File: src/sv/spll_pkg.sv
// ----------------------------------------------------------------------------
// spll_pkg
// Shared constants and types for the slot pool linked list block.
// ----------------------------------------------------------------------------
package spll_pkg;

	// pool geometry
	localparam int SLOTS    = 32;
	localparam int SLOT_W   = $clog2(SLOTS);
	localparam int LINK_W   = SLOT_W + 1;
	localparam int CNT_W    = $clog2(SLOTS + 1);
	localparam int CAP_W    = 6;
	localparam int DATA_W   = 8;
	localparam int CMD_W    = 3;
	localparam int STATUS_W = 2;

	// link code for end of list
	localparam logic [LINK_W-1:0] LINK_END = LINK_W'(SLOTS);

	// command codes
	localparam logic [CMD_W-1:0] CMD_INS_HEAD  = 3'd0;
	localparam logic [CMD_W-1:0] CMD_INS_TAIL  = 3'd1;
	localparam logic [CMD_W-1:0] CMD_INS_AFTER = 3'd2;
	localparam logic [CMD_W-1:0] CMD_REM_HEAD  = 3'd3;
	localparam logic [CMD_W-1:0] CMD_REM_TAIL  = 3'd4;

	// result status codes
	typedef enum logic [STATUS_W-1:0] {
		STAT_OK        = 2'd0,
		STAT_FULL      = 2'd1,
		STAT_EMPTY     = 2'd2,
		STAT_NO_ANCHOR = 2'd3
	} status_t;

	// sequencer states
	typedef enum logic [2:0] {
		S_IDLE,
		S_SCAN,
		S_ANCHOR,
		S_FIX,
		S_RDHEAD,
		S_RDTAIL,
		S_WALK,
		S_FIN
	} state_t;

endpackage

File: src/sv/spll_ram.sv
// ----------------------------------------------------------------------------
// spll_ram
// Simple dual port RAM: one write port, one read port with registered data.
// ----------------------------------------------------------------------------
module spll_ram #(
	parameter int WIDTH = 8,
	parameter int DEPTH = 32
) (
	input  logic                     clk,
	input  logic                     we,
	input  logic [$clog2(DEPTH)-1:0] waddr,
	input  logic [WIDTH-1:0]         wdata,
	input  logic                     re,
	input  logic [$clog2(DEPTH)-1:0] raddr,
	output logic [WIDTH-1:0]         rdata
);

	logic [WIDTH-1:0] mem [DEPTH];
	logic [WIDTH-1:0] rdata_q;

	// write port
	always_ff @(posedge clk) begin
		if (we) begin
			mem[waddr] <= wdata;
		end
	end

	// read port, data held until the next read
	always_ff @(posedge clk) begin
		if (re) begin
			rdata_q <= mem[raddr];
		end
	end

	assign rdata = rdata_q;

endmodule

File: src/sv/slot_pool_linked_list_top.sv
// ----------------------------------------------------------------------------
// slot_pool_linked_list_top
// Singly linked list of bytes kept in a fixed pool of slots.
// ----------------------------------------------------------------------------
// One item is handled at a time: in_ready is high only while the sequencer is
// idle. Inserts first run the free slot scan (lowest free slot first), then
// link the new node in. Remove tail walks the list from the head through the
// link RAM, one node per cycle, to find the new tail; a single node needs no
// walk. The result sits in an output register, so a new item can be accepted
// while a result waits to be taken.
// The capacity register may be written at any time the block is idle; values
// above the pool size act as the pool size. No clearing pass is needed after
// reset: slot occupancy is held in flip-flops that reset clears at once.
// ----------------------------------------------------------------------------
module slot_pool_linked_list_top (
	input  logic                          clk,
	input  logic                          arst_n,
	// configuration
	input  logic                          cfg_valid,
	output logic                          cfg_ready,
	input  logic [spll_pkg::CAP_W-1:0]    cfg_data,
	// command items
	input  logic                          in_valid,
	output logic                          in_ready,
	input  logic [spll_pkg::CMD_W-1:0]    cmd,
	input  logic [spll_pkg::DATA_W-1:0]   data_in,
	input  logic [spll_pkg::SLOT_W-1:0]   after_slot,
	// result items
	output logic                          out_valid,
	input  logic                          out_ready,
	output logic [spll_pkg::STATUS_W-1:0] status,
	output logic [spll_pkg::SLOT_W-1:0]   slot,
	output logic [spll_pkg::DATA_W-1:0]   data_out,
	output logic [spll_pkg::CAP_W-1:0]    free_space
);
	import spll_pkg::*;

	state_t              state_q, state_d;
	logic [CAP_W-1:0]    cap_q;
	logic [CNT_W-1:0]    cap_eff;
	logic [CNT_W-1:0]    count_q, count_d;
	logic [LINK_W-1:0]   head_q, head_d;
	logic [LINK_W-1:0]   tail_q, tail_d;
	logic [SLOTS-1:0]    used_q;
	logic                used_set, used_clr;

	logic [CMD_W-1:0]    cmd_q;
	logic [DATA_W-1:0]   din_q;
	logic [SLOT_W-1:0]   anchor_q;
	logic [SLOT_W-1:0]   n_q, n_d;
	logic [SLOT_W-1:0]   p_q, p_d;
	logic [CNT_W-1:0]    idx_q, idx_d;
	status_t             res_status_q, res_status_d;
	logic [SLOT_W-1:0]   res_slot_q, res_slot_d;
	logic [DATA_W-1:0]   res_data_q, res_data_d;

	logic                out_valid_q;
	logic                out_load;
	status_t             status_q;
	logic [SLOT_W-1:0]   slot_q;
	logic [DATA_W-1:0]   data_out_q;
	logic [CAP_W-1:0]    free_space_q;
	logic [CNT_W-1:0]    fs_now;

	logic                lk_we, lk_re;
	logic [SLOT_W-1:0]   lk_waddr, lk_raddr;
	logic [LINK_W-1:0]   lk_wdata, lk_rdata;
	logic                dt_we, dt_re;
	logic [SLOT_W-1:0]   dt_raddr;
	logic [DATA_W-1:0]   dt_rdata;

	// memories: next links and data bytes
	spll_ram #(.WIDTH(LINK_W), .DEPTH(SLOTS)) u_link_ram (
		.clk   (clk),
		.we    (lk_we),
		.waddr (lk_waddr),
		.wdata (lk_wdata),
		.re    (lk_re),
		.raddr (lk_raddr),
		.rdata (lk_rdata)
	);

	spll_ram #(.WIDTH(DATA_W), .DEPTH(SLOTS)) u_data_ram (
		.clk   (clk),
		.we    (dt_we),
		.waddr (idx_q[SLOT_W-1:0]),
		.wdata (din_q),
		.re    (dt_re),
		.raddr (dt_raddr),
		.rdata (dt_rdata)
	);

	// effective capacity and free space
	assign cap_eff = (CNT_W'(cap_q) > CNT_W'(SLOTS)) ? CNT_W'(SLOTS) : CNT_W'(cap_q);
	assign fs_now  = (count_q >= cap_eff) ? '0 : cap_eff - count_q;

	assign cfg_ready  = 1'b1;
	assign in_ready   = (state_q == S_IDLE);
	assign out_load   = (state_q == S_FIN) && (!out_valid_q || out_ready);
	assign out_valid  = out_valid_q;
	assign status     = status_q;
	assign slot       = slot_q;
	assign data_out   = data_out_q;
	assign free_space = free_space_q;

	// state register
	always_ff @(posedge clk or negedge arst_n) begin
		if (!arst_n) begin
			state_q <= S_IDLE;
		end else begin
			state_q <= state_d;
		end
	end

	// sequencer: next state and datapath control
	always_comb begin
		state_d      = state_q;
		count_d      = count_q;
		head_d       = head_q;
		tail_d       = tail_q;
		n_d          = n_q;
		p_d          = p_q;
		idx_d        = idx_q;
		res_status_d = res_status_q;
		res_slot_d   = res_slot_q;
		res_data_d   = res_data_q;
		used_set     = 1'b0;
		used_clr     = 1'b0;
		lk_we        = 1'b0;
		lk_waddr     = n_q;
		lk_wdata     = LINK_END;
		lk_re        = 1'b0;
		lk_raddr     = head_q[SLOT_W-1:0];
		dt_we        = 1'b0;
		dt_re        = 1'b0;
		dt_raddr     = head_q[SLOT_W-1:0];
		unique case (state_q)
			S_IDLE: begin
				res_status_d = STAT_OK;
				res_slot_d   = '0;
				res_data_d   = '0;
				idx_d        = '0;
				if (in_valid) begin
					priority if (cmd <= CMD_INS_AFTER) begin
						priority if (count_q >= cap_eff) begin
							res_status_d = STAT_FULL;
							state_d      = S_FIN;
						end else if (cmd == CMD_INS_AFTER && count_q != '0 &&
								!used_q[after_slot]) begin
							res_status_d = STAT_NO_ANCHOR;
							state_d      = S_FIN;
						end else begin
							state_d = S_SCAN;
						end
					end else if (cmd == CMD_REM_HEAD) begin
						if (count_q == '0) begin
							res_status_d = STAT_EMPTY;
							state_d      = S_FIN;
						end else begin
							n_d      = head_q[SLOT_W-1:0];
							lk_re    = 1'b1;
							lk_raddr = head_q[SLOT_W-1:0];
							dt_re    = 1'b1;
							dt_raddr = head_q[SLOT_W-1:0];
							state_d  = S_RDHEAD;
						end
					end else if (cmd == CMD_REM_TAIL) begin
						if (count_q == '0) begin
							res_status_d = STAT_EMPTY;
							state_d      = S_FIN;
						end else begin
							n_d      = tail_q[SLOT_W-1:0];
							dt_re    = 1'b1;
							dt_raddr = tail_q[SLOT_W-1:0];
							if (head_q == tail_q || count_q == CNT_W'(1)) begin
								state_d = S_RDTAIL;
							end else begin
								p_d      = head_q[SLOT_W-1:0];
								lk_re    = 1'b1;
								lk_raddr = head_q[SLOT_W-1:0];
								state_d  = S_WALK;
							end
						end
					end else begin
						state_d = S_FIN;
					end
				end
			end
			// lowest free slot search, one slot a cycle
			S_SCAN: begin
				priority if (idx_q >= cap_eff) begin
					res_status_d = STAT_FULL;
					state_d      = S_FIN;
				end else if (!used_q[idx_q[SLOT_W-1:0]]) begin
					n_d        = idx_q[SLOT_W-1:0];
					dt_we      = 1'b1;
					used_set   = 1'b1;
					count_d    = count_q + CNT_W'(1);
					res_slot_d = idx_q[SLOT_W-1:0];
					lk_waddr   = idx_q[SLOT_W-1:0];
					priority if (count_q == '0) begin
						lk_we    = 1'b1;
						lk_wdata = LINK_END;
						head_d   = LINK_W'(idx_q);
						tail_d   = LINK_W'(idx_q);
						state_d  = S_FIN;
					end else if (cmd_q == CMD_INS_HEAD) begin
						lk_we    = 1'b1;
						lk_wdata = head_q;
						head_d   = LINK_W'(idx_q);
						state_d  = S_FIN;
					end else if (cmd_q == CMD_INS_TAIL) begin
						lk_we    = 1'b1;
						lk_wdata = LINK_END;
						p_d      = tail_q[SLOT_W-1:0];
						tail_d   = LINK_W'(idx_q);
						state_d  = S_FIX;
					end else begin
						lk_re    = 1'b1;
						lk_raddr = anchor_q;
						state_d  = S_ANCHOR;
					end
				end else begin
					idx_d = idx_q + CNT_W'(1);
				end
			end
			// new node takes over the anchor's successor
			S_ANCHOR: begin
				lk_we    = 1'b1;
				lk_waddr = n_q;
				lk_wdata = lk_rdata;
				p_d      = anchor_q;
				if (tail_q == LINK_W'(anchor_q)) begin
					tail_d = LINK_W'(n_q);
				end
				state_d = S_FIX;
			end
			// predecessor now points at the new node
			S_FIX: begin
				lk_we    = 1'b1;
				lk_waddr = p_q;
				lk_wdata = LINK_W'(n_q);
				state_d  = S_FIN;
			end
			S_RDHEAD: begin
				used_clr   = 1'b1;
				count_d    = count_q - CNT_W'(1);
				res_slot_d = n_q;
				res_data_d = dt_rdata;
				if (count_q == CNT_W'(1) || lk_rdata >= LINK_END) begin
					head_d = LINK_END;
					tail_d = LINK_END;
				end else begin
					head_d = lk_rdata;
				end
				state_d = S_FIN;
			end
			S_RDTAIL: begin
				used_clr   = 1'b1;
				count_d    = count_q - CNT_W'(1);
				res_slot_d = n_q;
				res_data_d = dt_rdata;
				head_d     = LINK_END;
				tail_d     = LINK_END;
				state_d    = S_FIN;
			end
			// walk from the head to the node before the tail
			S_WALK: begin
				res_data_d = dt_rdata;
				priority if (lk_rdata == LINK_W'(n_q)) begin
					lk_we      = 1'b1;
					lk_waddr   = p_q;
					lk_wdata   = LINK_END;
					tail_d     = LINK_W'(p_q);
					used_clr   = 1'b1;
					count_d    = count_q - CNT_W'(1);
					res_slot_d = n_q;
					state_d    = S_FIN;
				end else if (lk_rdata >= LINK_END || idx_q >= CNT_W'(SLOTS)) begin
					tail_d     = LINK_END;
					used_clr   = 1'b1;
					count_d    = count_q - CNT_W'(1);
					res_slot_d = n_q;
					state_d    = S_FIN;
				end else begin
					p_d      = lk_rdata[SLOT_W-1:0];
					lk_re    = 1'b1;
					lk_raddr = lk_rdata[SLOT_W-1:0];
					idx_d    = idx_q + CNT_W'(1);
				end
			end
			S_FIN: begin
				if (out_load) begin
					state_d = S_IDLE;
				end
			end
			default: begin
				state_d = S_IDLE;
			end
		endcase
	end

	// list control state
	always_ff @(posedge clk or negedge arst_n) begin
		if (!arst_n) begin
			cap_q   <= CAP_W'(32);
			count_q <= '0;
			head_q  <= LINK_END;
			tail_q  <= LINK_END;
			used_q  <= '0;
		end else begin
			if (cfg_valid && cfg_ready) begin
				cap_q <= cfg_data;
			end
			count_q <= count_d;
			head_q  <= head_d;
			tail_q  <= tail_d;
			if (used_set) begin
				used_q[idx_q[SLOT_W-1:0]] <= 1'b1;
			end
			if (used_clr) begin
				used_q[n_q] <= 1'b0;
			end
		end
	end

	// working registers of the current item
	always_ff @(posedge clk) begin
		if (in_valid && in_ready) begin
			cmd_q    <= cmd;
			din_q    <= data_in;
			anchor_q <= after_slot;
		end
		n_q          <= n_d;
		p_q          <= p_d;
		idx_q        <= idx_d;
		res_status_q <= res_status_d;
		res_slot_q   <= res_slot_d;
		res_data_q   <= res_data_d;
	end

	// output register
	always_ff @(posedge clk or negedge arst_n) begin
		if (!arst_n) begin
			out_valid_q <= 1'b0;
		end else if (out_load) begin
			out_valid_q <= 1'b1;
		end else if (out_ready) begin
			out_valid_q <= 1'b0;
		end
	end

	always_ff @(posedge clk) begin
		if (out_load) begin
			status_q     <= res_status_q;
			slot_q       <= res_slot_q;
			data_out_q   <= res_data_q;
			free_space_q <= CAP_W'(fs_now);
		end
	end

	// occupancy bits always agree with the element count
	a_used_count: assert property (@(posedge clk) disable iff (!arst_n)
		$countones(used_q) == int'(count_q))
		else $error("occupancy bits disagree with element count");

	// an empty list has no head and no tail, a non-empty one has both
	a_head_empty: assert property (@(posedge clk) disable iff (!arst_n)
		(count_q == '0) == (head_q == LINK_END))
		else $error("head marker inconsistent with element count");

	a_tail_empty: assert property (@(posedge clk) disable iff (!arst_n)
		(count_q == '0) == (tail_q == LINK_END))
		else $error("tail marker inconsistent with element count");

	// a successful insert reports a slot that is now occupied
	a_insert_slot: assert property (@(posedge clk) disable iff (!arst_n)
		(state_q == S_FIN && res_status_q == STAT_OK && cmd_q <= CMD_INS_AFTER)
		|-> used_q[res_slot_q])
		else $error("insert reported a slot that is not occupied");

	// an accepted item blocks further items while it is worked on
	a_busy: assert property (@(posedge clk) disable iff (!arst_n)
		(in_valid && in_ready) |=> !in_ready)
		else $error("new item accepted while busy");

endmodule

File: config.mk
export PLATFORM = sky130hd
export DESIGN_NAME = slot_pool_linked_list_top
export DESIGN_NICKNAME = d
export VERILOG_FILES = /design/src/sv/spll_pkg.sv /design/src/sv/spll_ram.sv /design/src/sv/slot_pool_linked_list_top.sv
export SDC_FILE = /design/constraint.sdc
export NUM_CORES = 1
export LEC_CHECK = 0
export BUFFER_PORTS_ARGS = -buffer_cell sky130_fd_sc_hd__buf_2
export CORE_AREA = 2 2 246 200
export CTS_CLUSTER_SIZE = 30
export DETAILED_ROUTE_END_ITERATION = 8
export DIE_AREA = 0 0 248 202
export PLACE_DENSITY_LB_ADDON = 0.08
export SLEW_MARGIN = 20
export SYNTH_ARGS = -nofsm -noshare
export SYNTH_HDL_FRONTEND = slang
export SYNTH_SLANG_ARGS = --single-unit
File: constraint.sdc
create_clock -name clk -period 6.2 [get_ports clk]
set_clock_uncertainty 0.2 [all_clocks]
set_input_delay 1.86 -clock clk [delete_from_list [all_inputs] [get_ports clk]]
set_output_delay 1.86 -clock clk [all_outputs]
set_load 0.02 [all_outputs]
==> metrics <==
status completed; number of inserted diodes 0; beginning of the worst register-to-register path idx_q[0]; setup repair after global routing missed its margin no; mux contribution to synthesized area a little under an eighth; Num CTS Buffers 57; share of total power in the clock network between 20% and 30%; highest cell delay on the worst timing path slightly above 0.8 ns; number of endpoints failing setup at the final stage 0; Post-Place Cells around 2.4k; Synth Area in Compound Gates 7.79%; fraction of post-synthesis cell area in the top cell type by area between 60% and 70%; relative slew slack roughly 15%; first-pass GRT wire length between 90 and 100 mm; total wirelength of the detailed-routed design 64.9 mm; x dimension of the die around 250 um; number of clock sinks seen by CTS 590; Detail Route Antenna Nets 0; maximum operating frequency 175 MHz; cell taking the most area after synthesis sky130_fd_sc_hd__edfxtp_1; H-Tree Depth 2; Post-Route Hold Slack about 0.22 ns; remaining global-route overflow 0; routed via count divided by cell count between 6 and 7; max-slew violation total from the final report 0; insertion delay of the later-clocked pin in the worst-skew pair ~0.63 ns; number of port buffers between 40 and 50; total core area between 0.04 and 0.05 mm2; startpoint class of the critical path flip-flop; metal3 WL around 6 mm; count of TritonRoute iterations in the first routing pass 8; aggregate negative setup slack 0 ns; via count of the first global-routing pass 15.0k; GR Util All Layers about a quarter; cell mode on critical path sky130_fd_sc_hd__a21oi_1; leak pwr 9.91 nW; summed instance area of the synthesized netlist around 0.026 mm2; launch point of the critical path idx_q[0]; type of the worst setup path reg2reg; flops & latches, synth slightly below 600; DRC violations left 0; antenna violations before repair 1; critical path buffer and inverter count 2; final weighted congestion in routability-driven placement between 0.9 and 1; net switching power figure ~5 mW; maximum net fanout on the critical path 16; cells after synthesis roughly 1.7k; TritonCTS clock tree built; net count of the mapped netlist between 1.5k and 2k; max layer used met5; register-to-register path setup slack roughly 0.49 ns; internal power 8.65 mW; xor/xnor share of the synthesized area less than 1%; via count approximately 16k; area used by multi-input combinational logic approximately 0.0079 mm2; HPWL after detailed placement 42.3 mm; Syn-to-layout area delta 10.8%; share of post-route cells with drive strength above 1 17.8%; Root Buffer sky130_fd_sc_hd__clkbuf_16; clock transition time at the flip-flop clock pins of the worst setup and hold paths around 0.060 ns; area occupied by registers about 0.017 mm2; dominant combinational cell family by area after synthesis multiplexers; data required time at the worst endpoint about 6.2 ns; fin crit share a little over 90%; worst setup slack after placement approximately 0.71 ns; worst-path cell with the longest stage delay sky130_fd_sc_hd__edfxtp_1; post-synthesis adder-cell area fraction 0.993%; Routed WL per cell around 26 um; nets@finish around 1.8k; sequential cell area fraction in the yosys report 67.1%; worst hold path startpoint res_slot_q[3]; leading cell type by number of instances after synthesis sky130_fd_sc_hd__edfxtp_1; CTS hold repair buffers 0; sequential power share roughly 40%; starting utilization of the core area ~54%; number of placement rows 72; total power consumption of the routed design 13.6 mW; routed metal-1 wirelength roughly 30 mm; Post-synth EDFFs 530; Area contributors post-synth sky130_fd_sc_hd__edfxtp_1 61%, sky130_fd_sc_hd__mux4_2 6.6%, sky130_fd_sc_hd__dfrtp_1 5.5%, sky130_fd_sc_hd__mux2i_1 3.6%, sky130_fd_sc_hd__nand2_1 2.5%; number of distinct library cell variants in the gate-level netlist after synthesis 80; Post-synth ARST share 10.2%; Avg Inst Size Synth roughly 15 um2; chain of cells forming the critical path inv_1, ha_1, nor2b_1, o21ai_0, a21oi_1, nand4_2, buf_4, a21oi_1, o221ai_1, mux2i_1, nand2_1, nor2_1; final instance count without filler cells around 2.5k; area of the die 0.0501 mm2; count of synthesis-stage warnings from yosys 0; cell area power density ~470 mW/mm2; max-capacitance violation count 0; maximum count of clock buffers along a single path 3; fraction of power spent switching nets 36.5%; top cell types by occurrence after synthesis 530 x sky130_fd_sc_hd__edfxtp_1, 175 x sky130_fd_sc_hd__nand2_1, 138 x sky130_fd_sc_hd__nor2_1, 93 x sky130_fd_sc_hd__mux2i_1, 76 x sky130_fd_sc_hd__mux4_2; count of instances resized after the clock tree is built 0; maximum number of pins on one net before global-route repair 65; Gate power share between 30% and 40%; arrival time of the worst setup path about 5.8 ns; Worst path top cell family by delay compound AO/OA/AOI/OAI gates; transition time of the tightest slew-check pin around 1.2 ns; maximum vdd ir drop 308 uV; predominant post-synthesis flop cell sky130_fd_sc_hd__edfxtp_1; Worst setup EP type flip-flop; Hold Violations, Final 0; fin worst setup slack a little under 0.5 ns; overall die height approximately 200 um; number of inserted filler cells in the final layout approximately 3.6k; Hold/Removal Path Class reg2reg; detailed-routed wire length on met2 roughly 27 mm; Starting DRT DRC Count around 1.9k; number of buffers inserted to repair setup after CTS 0; Tmin final 5.71 ns; share of synthesized cell area in and, or, nand and nor gates around 8.5%; IO Count 51
==> worst reg2reg max path: cells and delay by family, from the launching register on <==
family                   cells  cell delay, ns
AO/OA/AOI/OAI                4            1.33
adder cells (fa/ha/maj)      1            0.42
multiplexers                 1            0.59
flip-flops                   1            0.83
AND/OR/NAND/NOR              4            1.18
buffers and inverters        2            0.76
==> cell type report <==
type                            instances  share of cell area (%)
Inverter                               30                   0.392
Clock inverter                         18                   0.466
Multi-Input combinational cell       1013                    27.5
Tap cell                              629                    2.74
Clock buffer                           85                    5.68
Sequential cell                       590                    60.6
Timing Repair Buffer                   99                    2.63
==> layer usage <==
metal,global-route usage [%],up-vias
met5,0,-
met4,6.63,2
met3,5.52,95
met2,36.4,703
met1,42.4,7935
li1,-,6868
==> cell families after synthesis <==
kind of cell	after synthesis
AO/OA/AOI/OAI	279
flip-flops	590
buffers and inverters	138
other	1
multiplexers	210
XOR/XNOR	29
adder cells (fa/ha/maj)	20
AND/OR/NAND/NOR	474
==> final timing paths <==
kind                                              end  cells past startpoint
worst max-delay path            u_link_ram.mem[29][1]                     12
worst max register to register  u_link_ram.mem[29][1]                     12
worst min-delay path                          slot[3]                      0
max in group asynchronous                  used_q[14]                      2
worst min register to register                slot[3]                      0
min in group asynchronous                   used_q[0]                      2
==> power by group through the flow <==
stage          clock network [mW]  logic, mW  registers [mW]
4_1_cts                      3.37       4.92            5.34
3_5_place_dp                    0       4.90            5.41
6_report                     3.32       4.97            5.33
2_1_floorplan                   0       3.51            5.30
5_1_grt                      3.53       5.38            5.37
3_3_place_gp                    0       4.87            5.41
==> layout by cell type, fill, tap and decap left out, drive strengths merged, types with 9 or more instances in the layout <==
cell    netlist  layout
nand3b       10      10
edfxtp      530     530
and3         15      15
xnor2        21      21
nand2       175     175
ha           19      19
mux2         40      40
o22ai        27      27
inv          30      31
o211ai       12      12
nor2        140     140
clkinv        0      16
a221oi       16      16
a211oi       19      19
o22a         34      34
dfrtp        57      57
clkbuf       56      85
buf          52      99
nand2b       10      10
mux2i        94      94
a31oi         9       9
nand3        39      39
mux4         76      76
nor4         21      21
nor3         19      19
a21oi        57      57
o21ai        40      40
a22oi        13      13
nor2b        13      13
and2         11      11
==> stage by stage <==
stage | instance area (um2) | utilization (%)
2_1_floorplan | 25900 | -
3_3_place_gp | 26800 | 56.3
3_5_place_dp | 26800 | 56.3
4_1_cts | 28600 | 60.0
5_1_grt | 28800 | 60.3
6_report | 28800 | 60.3
==> sequential cells by signal, indices dropped and copies added (netlist names), 6 cells and up <==
signal,cells
cap_q,6
count_q,6
data_out,8
din_q,8
free_space,6
head_q,6
idx_q,6
res_data_q,8
tail_q,6
u_data_ram.mem,256
u_data_ram.rdata,8
u_link_ram.mem,192
u_link_ram.rdata,6
used_q,32
Note: power is estimated with default switching activity, not from simulation.
